===== config.mk =====
export PLATFORM = sky130hd
export DESIGN_NAME = bbs_div
export DESIGN_NICKNAME = d
export VERILOG_FILES = /design/src/design/bbs_div.sv
export SDC_FILE = /design/constraint.sdc
export NUM_CORES = 1
export LEC_CHECK = 0
export BUFFER_PORTS_ARGS = -buffer_cell sky130_fd_sc_hd__buf_4
export CAP_MARGIN = 30
export CORE_MARGIN = 1.5
export CORE_UTILIZATION = 54
export DETAILED_ROUTE_END_ITERATION = 10
export HOLD_SLACK_MARGIN = 0.02
export PLACE_DENSITY = 0.95
export SYNTH_ARGS = -nofsm -noshare
export SYNTH_HDL_FRONTEND = slang
export SYNTH_SLANG_ARGS = --single-unit

===== constraint.sdc =====
create_clock -name clk_i -period 5.1 [get_ports clk_i]
set_input_delay 1.02 -clock clk_i [delete_from_list [all_inputs] [get_ports clk_i]]
set_output_delay 1.02 -clock clk_i [all_outputs]
set_load 0.1 [all_outputs]

===== src/design/bbs_div.sv =====
// restoring divider, one quotient bit per cycle, unsigned
// no package dependencies
`default_nettype none

module bbs_div #(
  parameter int unsigned DW = 65,
  parameter int unsigned NW = 9
) (
  input  wire logic          clk_i,
  input  wire logic          rst_ni,
  input  wire logic          start_i,
  input  wire logic [DW-1:0] dividend_i,
  input  wire logic [NW-1:0] divisor_i,
  output logic               done_o,
  output logic [DW-1:0]      quotient_o
);

  localparam int unsigned CNTW = $clog2(DW + 1);

  logic            busy_q, done_q;
  logic [CNTW-1:0] cnt_q;
  logic [DW-1:0]   quo_q;
  logic [NW-1:0]   rem_q;
  logic [NW:0]     rem_sh;
  logic [NW+1:0]   trial;
  logic            ge;

  assign rem_sh = {rem_q, quo_q[DW-1]};
  assign trial  = {1'b0, rem_sh} - {2'b00, divisor_i};
  assign ge     = !trial[NW+1];

  always_ff @(posedge clk_i or negedge rst_ni) begin
    if (!rst_ni) begin
      busy_q <= 1'b0;
      done_q <= 1'b0;
      cnt_q  <= '0;
    end else begin
      done_q <= 1'b0;
      if (start_i) begin
        busy_q <= 1'b1;
        cnt_q  <= CNTW'(DW);
      end else if (busy_q) begin
        cnt_q <= cnt_q - 1'b1;
        if (cnt_q == CNTW'(1)) begin
          busy_q <= 1'b0;
          done_q <= 1'b1;
        end
      end
    end
  end

  always_ff @(posedge clk_i) begin
    if (start_i) begin
      quo_q <= dividend_i;
      rem_q <= '0;
    end else if (busy_q) begin
      rem_q <= ge ? trial[NW-1:0] : rem_sh[NW-1:0];
      quo_q <= {quo_q[DW-2:0], ge};
    end
  end

  assign done_o     = done_q;
  assign quotient_o = quo_q;

endmodule

`default_nettype wire


==> results.toml, run 1 <==
[timing]
period_minus_slack_ps = 2880
worst_hold_slack_ps = 480
rsz0062_at_grt = "false"
period_share = 0.565
tightestPinTransition_ps = 917
timing.slew.headroom = 0.389
fin_setup_tns_ps = 0
hold_viol_final = 0
drv_slew = 0
fmaxAchievable_mhz = 347
clock_skew_ps = 8.15
finalSetupViolations = 0

[synthesis]
synthCells = 291
synth_flop_cell = "edfxtp_1"
synth-seq-cells = 83
synth.cell_area_sq_um = 3990
yosys.area.top_type = "edfxtp_1"
yosysUniqueCellTypes = 51
syn_nets = 380
synthArstFlopShare = 0.108
synth_edf_count = 65
syn_area_per_cell_sq_um = 13.7
synth_top_area_frac = 0.489
synth_area_leaders = "edfxtp_1, mux2_2, dfrtp_1"
synth_warnings = 0
seq_area_frac_synth = 0.590
synthTopCellsByCount = "edfxtp_1, mux2_2, nor2_1"

[global_routing]
grt_pass1_wl_um = 14200
first_global_vias = 2997
grt_max_degree = 76
overflow = 0
antenna_found_initial = 0
grt.total_usage = 0.241

[finish]
area_delta_synth_final_pct = 33.8
layout.nets = 520
final_area_sq_um = 5340
num_antenna_cells = 0
drive_gt1_frac = 0.523

[worst_setup_path]
cp.required_ps = 5310
end_kind = "flip-flop"
crit_type = "primary input to flip-flop"
worst_path_max_delay_cell = "a21oi_1"
start_kind = "primary input"
cp_cell_sequence = "buf_4 -> ha_1 -> inv_1 -> fa_1 -> a21o_1 -> nand3_1 -> a21oi_1 -> or2_0 -> mux2_2"
crit_fanout = 11
critPathMaxStageDelay_ps = 600
arrival_ps = 3100
r2r_slack_ps = 2360

[clocking]
post_cts_resized = 0
clock_latency_ps = 340
cts_setup_buffers = 0
clock_sinks = 83
path_clk_slew_ps = 80
htree_levels = 3
cts_tree = "yes"
cts_buffers = 9
root_buffer = "clkbuf_8"
cts_buffer_depth = 2
hold_buffers = 0

[floorplan]
initial_core_util = 0.554
die_w_um = 89
die_h_um = 89
std_cell_rows = 31
core_area_sq_um = 7210
die_area_sq_um = 7920
ios = 143

[power_and_ir_drop]
leakage_nw = 2.35
ir_drop_v = 0.000413
power_per_cell_area_nw_per_um2 = 593

[outcome]
outcome = "finished clean"

[detailed_routing]
drt_iter0_drc = 120
vias = 2885
finalWirelength_um = 9210
post_drt_wl_per_cell_um = 17.2
drc = 0
ant_nets = 0
vias_per_cell = 5.39
dr.pass1.iters = 4

[job]
maxCapViolations = 0

[min_path]
hold_class = "primary input to asynchronous set/reset pin"

[placement]
place_congestion = 0.853
hpwl_um = 6640
io_buffers = 142
dpl_cell_area_sq_um = 5140
==> metal layers <==
| layer | global-route usage | vias up | share of wire | wire [um] |
|---|---|---|---|---|
| li1 | - | 1376 | - | - |
| met1 | 0.287 | 1373 | 0.39 | 3620 |
| met2 | 0.397 | 118 | 0.50 | 4570 |
| met3 | 0.0951 | 18 | 0.088 | 809 |
| met4 | 0.0951 | 0 | 0.023 | 209 |
| met5 | 0 | - | 0 | 0 |
==> power by group <==
| part | switching, W | internal [W] | leakage (nW) | total [W] |
|---|---|---|---|---|
| Sequential | 0.000130 | 0.000938 | 0.872 | 0.00107 |
| Combinational | 0.00117 | 0.000424 | 1.38 | 0.00160 |
| Clock | 0.000234 | 0.000272 | 0.101 | 0.000506 |
==> worst paths after layout <==
path,start,to,depth (start not counted)
min in group clk_i,rem_q[1]$_SDFFE_PP0P_,rem_q[2]$_SDFFE_PP0P_,2
hold reg to reg,rem_q[1]$_SDFFE_PP0P_,rem_q[2]$_SDFFE_PP0P_,2
hold / removal,rst_ni,cnt_q[3]$_DFFE_PN0P_,1
setup / recovery,divisor_i[0],quotient_o[0]$_DFFE_PP_,9
max in group asynchronous,rst_ni,cnt_q[1]$_DFFE_PN0P_,1
setup reg to reg,busy_q$_DFF_PN0_,quotient_o[2]$_DFFE_PP_,3
==> worst max-delay path: cells and delay by family <==
kind / cells / cell delay, ps
adders and majority gates: 2 / 400
buffers and inverters: 2 / 180
AOI/OAI and AO/OA: 2 / 750
muxes: 1 / 230
and+or+nand+nor: 2 / 530
==> flip-flops by register name (all words and copies together) (netlist names) <==
register    cells
busy_q          1
cnt_q           7
done_o          1
quotient_o     65
rem_q           9
==> layout by cell type, fill, tap and decap left out, types with 2 or more instances in the layout <==
cell	n
nand3_1	4
nand2b_1	2
buf_4	144
nor2_1	20
o311a_1	2
clkbuf_8	9
a31oi_1	2
and2b_1	2
o221ai_1	2
xnor2_1	4
bufinv_16	2
mux2_2	65
a21oi_1	7
clkinv_1	2
o21ai_0	7
ha_1	11
a21o_1	2
xor2_1	4
nor4_1	3
nand2_1	9
edfxtp_1	65
inv_1	16
nor3_1	2
dfrtp_1	9
a311oi_1	3
dfxtp_1	9
==> layout make-up <==
type / instances / area, sq um
inverter: 16 / 60.1
multi-input combinational: 177 / 1510
clock inverter: 6 / 80.1
clock buffer: 10 / 128
timing repair buffer: 144 / 1080
fill: 503 / 1870
tap: 99 / 124
sequential: 83 / 2360
==> metrics by stage <==
stage                     worst slack (ps)  total power, W   util  std cells
after floorplan                       1700         0.00235      -        291
after global placement                1990         0.00263  0.712        519
after detailed placement              1880         0.00267  0.712        519
after CTS                             2250         0.00317  0.741        535
after global routing                  2030         0.00330  0.741        535
final                                 2220         0.00317  0.741        535
==> cell families (layout without fill, tap and decap cells) <==
kind of cell | after synthesis | count (layout) | synth area share
AO/OA/AOI/OAI | 39 | 39 | 0.0721
multiplexers | 66 | 66 | 0.186
XOR/XNOR | 8 | 8 | 0.0175
adder cells (fa/ha/maj) | 12 | 12 | 0.0395
AND/OR/NAND/NOR | 52 | 52 | 0.0636
flip-flops | 83 | 83 | 0.590
buffers and inverters | 31 | 176 | 0.0313
(Power assumes the default switching activity.)
==> run 2, diff against run 1 <==
--- a/config.mk
+++ b/config.mk
@@ -5,13 +5,14 @@
 export SDC_FILE = /design/constraint.sdc
 export NUM_CORES = 1
 export LEC_CHECK = 0
+export ABC_AREA = 1
 export BUFFER_PORTS_ARGS = -buffer_cell sky130_fd_sc_hd__buf_4
 export CAP_MARGIN = 30
 export CORE_MARGIN = 1.5
-export CORE_UTILIZATION = 54
+export CORE_UTILIZATION = 45
 export DETAILED_ROUTE_END_ITERATION = 10
 export HOLD_SLACK_MARGIN = 0.02
-export PLACE_DENSITY = 0.95
+export PLACE_DENSITY = 0.87
 export SYNTH_ARGS = -nofsm -noshare
 export SYNTH_HDL_FRONTEND = slang
 export SYNTH_SLANG_ARGS = --single-unit
==> constraint.sdc (replaced) <==
create_clock -name clk_i -period 2.3 [get_ports clk_i]
set_input_delay 0.46 -clock clk_i [delete_from_list [all_inputs] [get_ports clk_i]]
set_output_delay 0.46 -clock clk_i [all_outputs]
set_load 0.1 [all_outputs]
==> run 2 against run 1 <==
The flow now finishes with violations (design-rule violations). Synthesized cell count rose by 66%. Cell area grew 3.5%. Routed wire length is 6.1% higher. Largest power group unchanged.
==> results.toml, run 2 <==
[outcome]
outcome = "complete, but fails checks"
violations = "design-rule violations"

[timing]
clock_skew_ps = 11.7
rsz0062_at_grt = "false"
timing.slew.headroom = 0.557
tightestPinTransition_ps = 664
period_minus_slack_ps = 1880
fin_setup_tns_ps = 0
hold_viol_final = 0
worst_hold_slack_ps = 382
finalSetupViolations = 0
fmaxAchievable_mhz = 531
period_share = 0.819
drv_slew = 0

[finish]
area_delta_synth_final_pct = 34.0
stdcell_count = 741
drive_gt1_frac = 0.272
final_area_sq_um = 5530
layout.nets = 717
layout_common_cells = "nand2_1, buf_4, edfxtp_1"
regArea_sq_um = 2360
num_antenna_cells = 0
nFillCells = 762
layout_commonest_cell = "nand2_1"
largest_reg_flops = 65
multiInputGateArea_sq_um = 1530

[global_routing]
first_global_vias = 3482
overflow = 0
grt_max_degree = 53
grt.total_usage = 0.204
antenna_found_initial = 0
grt_pass1_wl_um = 15900

[synthesis]
synth_top_family_by_area = "simple AND/OR/NAND/NOR gates"
synthArstFlopShare = 0.108
synthTopCellsByCount = "nand2_1, edfxtp_1, inv_1"
synth.cell_area_sq_um = 4130
synth_warnings = 0
synthAdderAreaFrac = 0.0382
muxShareOfSynthArea = 0
seq_area_frac_synth = 0.571
synth_most_common_cell = "nand2_1"
syn_area_per_cell_sq_um = 8.55
syn_nets = 572
synth_xor_area_frac = 0.00636
synth_edf_count = 65
synthCells = 483
synth_flop_cell = "edfxtp_1"
synth-seq-cells = 83
synth_top_area_frac = 0.473
synth_area_leaders = "edfxtp_1, nand2_1, dfrtp_1"
synth-simple-area-share = 0.300
yosys.area.top_type = "edfxtp_1"
yosysUniqueCellTypes = 26
synth_compound_area_frac = 0.0242

[worst_setup_path]
critPathMaxStageDelay_ps = 450
r2r-start = "quotient_o[64]$_DFFE_PP_"
cp_cell_sequence = "inv_1 -> ha_1 -> inv_1 -> fa_1 -> nand3_4 -> nand3_4 -> nand2_1 -> nand2_1"
arrival_ps = 1970
cp.required_ps = 2390
start_kind = "flip-flop"
worst_path_max_delay_cell = "fa_1"
crit_type = "flip-flop to flip-flop"
end_kind = "flip-flop"
crit_start = "quotient_o[64]$_DFFE_PP_"
crit_fanout = 10

[clocking]
cts_tree = "yes"
clock_sinks = 83
cts_buffer_depth = 2
cts_setup_buffers = 0
clock_latency_ps = 340
cts_buffers = 9
htree_levels = 3
path_clk_slew_ps = 90
root_buffer = "clkbuf_8"

[placement]
io_buffers = 142
dpl_cell_area_sq_um = 5330
placed_cells = 724
place_congestion = 0.886
hpwl_um = 7340

[detailed_routing]
post_drt_wl_per_cell_um = 13.2
vias = 3631
drc = 4
vias_per_cell = 4.90
ant_nets = 0
dr.pass1.iters = 8
drt_iter0_drc = 161
finalWirelength_um = 9770

[power_and_ir_drop]
ir_drop_v = 0.000582
leakage_nw = 2.91
power_per_cell_area_nw_per_um2 = 996

[floorplan]
die_area_sq_um = 9760
core_area_sq_um = 8810
die_h_um = 98.8
std_cell_rows = 34
initial_core_util = 0.469
die_w_um = 98.8
ios = 143

[min_path]
hold_class = "primary input to flip-flop"
hp-start = "dividend_i[30]"

[job]
maxCapViolations = 0
==> run 2: through the flow <==
step,utilization,setup WS (ps),power [W]
floorplan,-,21.2,0.00401
global route,0.628,197,0.00579
CTS,0.628,405,0.00554
finish,0.628,415,0.00551
global placement,0.605,393,0.00446
detailed placement,0.605,311,0.00451
==> run 2: final timing paths <==
kind	to	slack [ps]	cells past startpoint
max	quotient_o[0]$_DFFE_PP_	420	8
min	quotient_o[30]$_DFFE_PP_	380	3
max reg2reg	quotient_o[0]$_DFFE_PP_	420	8
min reg2reg	rem_q[7]$_SDFFE_PP0P_	480	2
max in group asynchronous	cnt_q[0]$_DFFE_PN0P_	1670	2
min in group asynchronous	cnt_q[4]$_DFFE_PN0P_	480	2
==> run 2: worst max-delay path: cells and delay by family (launching register included) <==
| family | cells | cell delay [ps] |
|---|---|---|
| AND/OR/NAND/NOR | 4 | 480 |
| flip-flops | 1 | 390 |
| buffers and inverters | 2 | 180 |
| adder cells (fa/ha/maj) | 2 | 600 |
==> run 2: report_power, final <==
part	internal [W]	switching [W]	total, W
clock	0.000505	0.000521	0.00103
combinational	0.000631	0.00179	0.00243
sequential	0.00189	0.000164	0.00206
==> run 2: what timing repair did <==
action                    CTS  global route
resized for setup           0             0
hold endpoints to repair    9             0
hold buffers                1             0
==> run 2: cell families after synthesis <==
family,Yosys count
xor gates and xnor gates,3
buffers and inverters,64
AOI/OAI and AO/OA,17
adders and majority gates,12
DFF,83
and+or+nand+nor,304
==> run 2: cell type report <==
class	instances	share of cell area
clock buffer	10	0.0231
clock inverter	6	0.0118
inverter	49	0.0339
multi-input combinational	336	0.276
sequential	83	0.426
tap	108	0.0244
timing repair buffer	149	0.205
==> run 2: metal layers <==
| metal | vias to the layer above | track usage | wire length [um] |
|---|---|---|---|
| met4 | 0 | 0.0670 | 123 |
| met3 | 9 | 0.0660 | 904 |
| met2 | 145 | 0.337 | 4690 |
| li1 | 1827 | - | - |
| met5 | - | 0 | 0 |
| met1 | 1650 | 0.256 | 4050 |
