<file path="config.mk">
export PLATFORM = sky130hd
export DESIGN_NAME = bbs_isqrt
export DESIGN_NICKNAME = d
export VERILOG_FILES = /design/src/design/bbs_pkg.sv /design/src/design/bbs_isqrt.sv
export SDC_FILE = /design/constraint.sdc
export NUM_CORES = 1
export LEC_CHECK = 0
export BUFFER_PORTS_ARGS = -buffer_cell sky130_fd_sc_hd__clkbuf_2
export CAP_MARGIN = 10
export CORE_ASPECT_RATIO = 0.5
export CORE_MARGIN = 1.5
export CORE_UTILIZATION = 40
export DETAILED_ROUTE_END_ITERATION = 12
export GPL_TIMING_DRIVEN = 0
export PLACE_DENSITY_LB_ADDON = 0.08
export SKIP_CTS_REPAIR_TIMING = 1
export SYNTH_ARGS = -nofsm -noshare
export SYNTH_HDL_FRONTEND = slang
export SYNTH_SLANG_ARGS = --single-unit
</file>
<file path="constraint.sdc">
create_clock -name clk_i -period 20.5 [get_ports clk_i]
set_clock_uncertainty 0.2 [all_clocks]
set_input_delay 3.075 -clock clk_i [delete_from_list [all_inputs] [get_ports clk_i]]
set_output_delay 3.075 -clock clk_i [all_outputs]
set_load 0.03 [all_outputs]
</file>
<file path="src/design/bbs_pkg.sv">
// shared types and constants for the bollinger band stream
// no dependencies
`default_nettype none

package bbs_pkg;

  localparam int unsigned LEN_W    = 9;
  localparam int unsigned MULT_W   = 16;
  localparam int unsigned CFG_W    = 16;
  localparam int unsigned CFG_IDX_W = 2;
  localparam int unsigned IN_W     = 32;
  localparam int unsigned BAND_W   = 32;
  localparam int unsigned VAR_W    = 64;
  localparam int unsigned ROOT_W   = 32;
  localparam int unsigned PROD_W   = ROOT_W + MULT_W;
  localparam int unsigned FRAC_W   = 12;

  localparam logic [CFG_IDX_W-1:0] REG_WINDOW_LENGTH   = 2'd0;
  localparam logic [CFG_IDX_W-1:0] REG_BAND_MULTIPLIER = 2'd1;

  localparam logic [LEN_W-1:0]  LEN_RESET  = 9'd20;
  localparam logic [MULT_W-1:0] MULT_RESET = 16'd8192;

  typedef enum logic [8:0] {
    ST_IDLE = 9'b000000001,
    ST_SUM  = 9'b000000010,
    ST_MDIV = 9'b000000100,
    ST_SQ   = 9'b000001000,
    ST_VDIV = 9'b000010000,
    ST_SQRT = 9'b000100000,
    ST_MUL  = 9'b001000000,
    ST_BAND = 9'b010000000,
    ST_DONE = 9'b100000000
  } state_e;

endpackage

`default_nettype wire

</file>
<file path="src/design/bbs_isqrt.sv">
// integer square root of a 64-bit value, two bits per cycle
// uses bbs_pkg for widths
`default_nettype none

module bbs_isqrt (
  input  wire logic                        clk_i,
  input  wire logic                        rst_ni,
  input  wire logic                        start_i,
  input  wire logic [bbs_pkg::VAR_W-1:0]   value_i,
  output logic                             done_o,
  output logic [bbs_pkg::ROOT_W-1:0]       root_o
);

  localparam int unsigned VW = bbs_pkg::VAR_W;

  logic          busy_q, done_q;
  logic [VW-1:0] v_q, res_q, bit_q;
  logic [VW-1:0] trial;

  assign trial = res_q + bit_q;

  always_ff @(posedge clk_i or negedge rst_ni) begin
    if (!rst_ni) begin
      busy_q <= 1'b0;
      done_q <= 1'b0;
    end else begin
      done_q <= 1'b0;
      if (start_i) begin
        busy_q <= 1'b1;
      end else if (busy_q && bit_q[0]) begin
        busy_q <= 1'b0;
        done_q <= 1'b1;
      end
    end
  end

  always_ff @(posedge clk_i) begin
    if (start_i) begin
      v_q   <= value_i;
      res_q <= '0;
      bit_q <= VW'(1) << (VW - 2);
    end else if (busy_q) begin
      if (v_q >= trial) begin
        v_q   <= v_q - trial;
        res_q <= (res_q >> 1) + bit_q;
      end else begin
        res_q <= res_q >> 1;
      end
      bit_q <= bit_q >> 2;
    end
  end

  assign done_o = done_q;
  assign root_o = res_q[bbs_pkg::ROOT_W-1:0];

endmodule

`default_nettype wire

</file>
==> out/metrics.cfg, run 1 <==
[clock_tree]
cts_tree = built
clkTransAtPathRegs_ns = 0.07
cts_max_level = 4
cts_made_buffers = 17
root_buffer = clkbuf_16
cts_sinks = 162
clk_latency_ns = 0.46
clk_path_buf_depth = 2

[synth]
ys_seq_area_share_pct = 25.8
ys_types = 89
ys_seq_elements = 162
synthArstFlopShare_pct = 1.23
synth_cells = 1903
ys.flop_type = dfxtp_1
syn_nets = 2101
synth.avg_cell_area_um2 = 7.93
syn_area_mm2 = 0.0151
synth_edf_count = 64
yosysWarnings = 0

[grt]
overflow = 0
grt_usage_pct = 26.2
antenna_found_initial = 0
grt_max_degree = 46
grt_pass1_vias = 13682
grt_pass1_wl_mm = 79.5

[die]
pin_count = 100
initial_core_util_pct = 40.5
rows = 50
die_w_um = 278
die_h_um = 140
coreArea_mm2 = 0.0373
dieArea_mm2 = 0.0390

[finish]
syn2layout_area_growth_pct = 11.7
antenna-diode-count = 0
num-nets-final = 2220
final_cell_mix = 217 x nand2_1, 203 x nor2_1, 154 x o21ai_0
final_layout_size_suffix_gt1_share_pct = 11.4
final_common_cell = nand2_1

[timing]
fin_tns_setup_ns = 0
worstMarginPinSlew_ns = 1.15
setup_viol = 0
rsz0062_at_grt = false
finalCritPeriodShare_pct = 37.9
hold_viol = 0
relSlewSlack_pct = 23.5
fin_crit_ns = 7.77
fmax_mhz = 129
drv_slew = 0
setup_slack_ns = 12.73

[hold_path]
hold_path.class = flip-flop to flip-flop

[route]
post_drt_wl_per_cell_um = 20.2
first_pass_iters = 5
avgViaCountPerCell = 5.83
ant_nets = 0
drc_errors = 0
routed_wl_mm = 51.2
num_vias = 14734
drtIter0Drc = 1200

[critical_path]
start_kind = flip-flop
criticalPathCategory = flip-flop to flip-flop
crit_arrival_ns = 7.91
critical_path_required_ns = 20.63
crit_fanout = 10
worstSetupEndpointType = flip-flop

[power_and_ir_drop]
power.density_mw_per_mm2 = 138
peakVddDrop_v = 0.0000627
p_leak_nw = 6.92

[job]
cap_violations = 0

[run_status]
status = complete, no violations

[placement]
dp_slack_ns = 12.93
hpwl_mm = 39.8
gp_congestion = 0.931
portBuffers = 98

cell usage after synthesis, types with 27 or more instances:
cell | n | area share, %
ha_1 | 130 | 11
nor2_1 | 203 | 5.0
xnor2_1 | 68 | 3.9
edfxtp_1 | 64 | 13
mux2i_1 | 38 | 2.5
o21bai_1 | 42 | 2.1
clkbuf_1 | 78 | 1.9
nand2_1 | 217 | 5.4
a211oi_1 | 27 | 1.3
o21ai_0 | 154 | 5.1
a21o_1 | 56 | 2.8
buf_4 | 36 | 1.8
nand4_1 | 37 | 1.5
a21oi_1 | 122 | 4.0
nor2b_1 | 32 | 1.3
a31oi_1 | 56 | 2.3
inv_1 | 32 | 0.80
dfxtp_1 | 96 | 13
xor2_1 | 84 | 4.9
worst max-delay path, cell delays in order (launching register included):
cell and delay (ns):
dfxtp_1 0.52, ha_1 0.34, a31o_2 0.27, a31oi_1 0.37
o21ai_2 0.19, a21oi_1 0.51, o31ai_4 0.14, a21oi_1 0.41
o31ai_2 0.17, a21o_1 0.22, a21oi_1 0.31, o21bai_1 0.12
xnor2_1 0.15, ha_1 0.28, clkbuf_1 0.26, nand4_1 0.26
nor3_1 0.42, nand4_1 0.22, o31ai_1 0.29, a221oi_1 0.13
o41ai_1 0.14, buf_2 0.42, clkbuf_1 0.79, nand2_1 0.10
a311oi_1 0.39
final cells by class:
type                    instances  area (um^2)
flip-flops and latches        162         3890
repair buffers                100          533
clock buffers                  25          551
plain buffers                 132          663
well taps                     494          618
multi-input cells            1576        10400
fillers                      3859        20400
inverters                      33          124
clock inverters                 7         63.8
flip-flops by register name (all words and copies together), names as in the netlist:
register and flops:
bit_q 32, res_q 64, busy_q 1, done_o 1, v_q 64
power breakdown:
part	internal, mW	switching [mW]
clock network	0.199	0.147
registers	0.463	0.0664
logic	0.542	0.913
final timing paths:
| check | cells past startpoint | endpoint | slack, ns | start |
|---|---|---|---|---|
| setup / recovery | 24 | res_q[58]$_SDFFE_PP0P_ | 12.73 | res_q[2]$_SDFFE_PP0P_ |
| hold / removal | 2 | bit_q[18]$_SDFFE_PP0P_ | 0.36 | bit_q[18]$_SDFFE_PP0P_ |
| setup reg to reg | 24 | res_q[58]$_SDFFE_PP0P_ | 12.73 | res_q[2]$_SDFFE_PP0P_ |
| hold reg to reg | 2 | bit_q[18]$_SDFFE_PP0P_ | 0.36 | bit_q[18]$_SDFFE_PP0P_ |
| max in group asynchronous | 1 | busy_q$_DFFE_PN0P_ | 17.81 | rst_ni |
| min in group asynchronous | 1 | busy_q$_DFFE_PN0P_ | 2.20 | rst_ni |
cell families after synthesis:
family / synth area share (%)
buffers and inverters: 5.21
adders and majority gates: 10.9
xor gates and xnor gates: 8.82
AOI/OAI and AO/OA: 27.4
muxes: 2.82
DFF: 25.8
and+or+nand+nor: 19.0
through the flow:
stage	std cells	hold WS [ns]	area (um^2)	power [mW]	util [%]
finish	2529	0.362	16900	2.33	45.3
global route	2529	0.387	16900	2.51	45.3
CTS	2528	0.363	16900	2.32	45.2
detailed placement	2496	0.351	16200	1.97	43.6
global placement	2495	0.344	16200	1.97	43.5
floorplan	1903	0.258	15100	1.57	-
layer usage:
metal  up-vias  part of all wire (%)  track usage (%)
met5         -                     0                0
met3        58                   5.8             3.89
met4         0                   2.1             6.79
met2       443                    42             39.7
li1       7237                     -                -
met1      6996                    50             38.7
Note: power is estimated with default switching activity, not from simulation.
==> run 2, diff against run 1 <==
clock period = 6.3 ns   (was 20.5 ns; I/O delays follow)
==> run 2 against run 1 <==
  * Flip-flop and latch count unchanged
  * First-iteration DRC count increased by 1.0%
  * Setup slack got worse by 13 ns
  * Maximum frequency increased by 27%
  * Clock-buffer cell count decreased by 6
  * Total power increased to 3.4 times the previous value
  * Core utilization increased by 2.3 points
  * Critical path depth increased by 4
  * Combinational power increased to 3.5 times the previous value
  * Clock power increased to 3.2 times the previous value
  * Die area unchanged
  * Wire length increased by 3.2%
  * Largest power group unchanged
  * Highest routed layer unchanged
==> out/metrics.cfg, run 2 (synthesis gave the netlist of run 1 again) <==
[finish]
fillers = 3815  ; -1.1%
stdcell_area_mm2 = 0.0177  ; +5.0%
fin_cells = 2558  ; +1.1%
final_common_cell = nand2_1
final_layout_size_suffix_gt1_share_pct = 16.4  ; +5.0 points
antenna-diode-count = 0  ; unchanged
final_cell_mix = 216 x nand2_1, 200 x nor2_1, 149 x o21ai_0
num-nets-final = 2249  ; +1.3%
syn2layout_area_growth_pct = 17.4
reg_top3 = res_q: 64 flops, v_q: 64 flops, bit_q: 32 flops

[power_and_ir_drop]
comb_power_share_pct = 64.2  ; +1.7 points
power_frac_clock_pct = 14.0  ; -0.8 points
p_int_mw = 4.12  ; +240%
p_leak_nw = 7.18  ; +3.8%
p_sw_share_pct = 48.0  ; -0.32 points
seqPwrFrac_pct = 21.8  ; -0.9 points
finalPower_mw = 7.93  ; +240%
netSwitchingPower_mw = 3.81  ; +240%
power.density_mw_per_mm2 = 448  ; +220%
peakVddDrop_v = 0.000206  ; +230%

[clock_tree]
root_buffer = clkbuf_16
cts_tree = built
cts_sinks = 162  ; unchanged
clk_path_buf_depth = 2  ; unchanged
cts_max_level = 4  ; unchanged
clkTransAtPathRegs_ns = 0.07  ; about the same
cts_made_buffers = 17  ; unchanged
clk_latency_ns = 0.46  ; about the same

[critical_path]
crit_fanout = 11  ; +1
criticalPathCategory = flip-flop to flip-flop
cp_slowest_cell = o41ai_4
critical_path_required_ns = 6.26  ; -14.37 ns
start_kind = flip-flop
slowest_delay_ns = 0.49  ; -0.30 ns
rr_worst_depth = 28  ; +17%
cpMostUsedCell = buf_4
crit_arrival_ns = 6.09  ; -1.82 ns
worstSetupEndpointType = flip-flop

[route]
routed_wl_mm = 52.8  ; +3.2%
post_drt_wl_per_cell_um = 20.6  ; +2.0%
drc_errors = 0  ; unchanged
num_vias = 14899  ; +1.1%
ant_nets = 0  ; unchanged
avgViaCountPerCell = 5.82  ; about the same
first_pass_iters = 5  ; unchanged
drtIter0Drc = 1212  ; +1.0%

[die]
initial_core_util_pct = 40.5  ; unchanged
dieArea_mm2 = 0.0390  ; unchanged
pin_count = 100  ; unchanged
die_w_um = 278  ; unchanged
coreArea_mm2 = 0.0373  ; unchanged
rows = 50  ; unchanged
die_h_um = 140  ; unchanged

[placement]
hpwl_mm = 39.6  ; -0.40%
portBuffers = 98  ; unchanged
gp_congestion = 0.954  ; +2.5%
place_area_mm2 = 0.0162  ; unchanged
place_inst = 2496  ; unchanged

[hold_path]
hold_path.class = input port to asynchronous set/reset pin

[timing]
worstMarginPinSlew_ns = 1.28  ; +0.130 ns
relSlewSlack_pct = 14.8  ; -8.7 points
rsz0062_at_grt = true
drv_slew = 0  ; unchanged
fin_crit_ns = 6.13  ; -1.65 ns
fmax_mhz = 163  ; +27%
setup_viol = 0  ; unchanged
hold_viol = 0  ; unchanged
finalCritPeriodShare_pct = 97.2  ; +59 points

[grt]
grt_pass1_vias = 13601  ; -0.59%
antenna_found_initial = 0  ; unchanged
grt_max_degree = 46  ; unchanged
grt_usage_pct = 26.2  ; -0.038 points
grt_pass1_wl_mm = 79.2  ; -0.38%
overflow = 0  ; unchanged

[run_status]
status = complete, no violations

[job]
cap_violations = 0  ; unchanged

[run 2: cell type report]
type | instances | area (um^2) | area share [%]
clock buffer | 19 | 464 | 2.62
multi-input combinational | 1577 | 10900 | 61.7
buffer | 128 | 679 | 3.83
tap | 494 | 618 | 3.49
clock inverter | 13 | 133 | 0.748
sequential | 162 | 3920 | 22.1
inverter | 33 | 124 | 0.699
timing repair buffer | 132 | 856 | 4.83
[run 2: path summary, 6_finish.rpt]
path                                  startpoint                  to  slack [ns]
max                        res_q[0]$_SDFFE_PP0P_   v_q[44]$_DFFE_PP_        0.17
min                                       rst_ni  busy_q$_DFFE_PN0P_        0.06
max reg2reg                res_q[0]$_SDFFE_PP0P_   v_q[44]$_DFFE_PP_        0.17
min reg2reg                bit_q[0]$_SDFFE_PP0P_  busy_q$_DFFE_PN0P_        0.31
max in group asynchronous                 rst_ni    done_o$_DFF_PN0_        5.75
min in group clk_i         bit_q[0]$_SDFFE_PP0P_  busy_q$_DFFE_PN0P_        0.31
[run 2: stage by stage]
stage,utilization [%],worst slack (ns),hold WS (ns),TNS (ns)
6_report,47.5,0.174,0.0587,0
5_1_grt,47.5,-0.0594,0.0410,-1.15
4_1_cts,45.2,-1.29,0.0436,-123.30
3_3_place_gp,43.5,-2.06,0.342,-171.28
3_5_place_dp,43.6,-1.28,0.351,-120.54
2_1_floorplan,-,0.329,0.258,0
[run 2: worst max-delay path, delay by kind of cell (launching register included)]
family                     cells  cell delay, ns
adders and majority gates      3            0.75
xor gates and xnor gates       1            0.18
and+or+nand+nor                7            1.30
AOI/OAI and AO/OA             12            2.07
buffers and inverters          5            0.91
DFF                            1            0.40
[run 2: power by group through the flow]
stage	logic (mW)	registers, mW	clock network [mW]
final	5.09	1.73	1.11
after global routing	5.58	1.76	1.18
after CTS	4.69	1.72	1.13
after detailed placement	4.67	1.74	0
after global placement	4.64	1.75	0
after floorplan	3.46	1.64	0
[run 2: metal layers]
| layer | routed length [um] | GRT usage [%] | share of wire, % | vias to the layer above |
|---|---|---|---|---|
| met4 | 975 | 7.08 | 1.8 | 0 |
| met5 | 0 | 0 | 0 | - |
| met1 | 26400 | 38.7 | 50 | 7129 |
| met2 | 22200 | 39.3 | 42 | 433 |
| li1 | - | - | - | 7288 |
| met3 | 3170 | 4.00 | 6.0 | 49 |
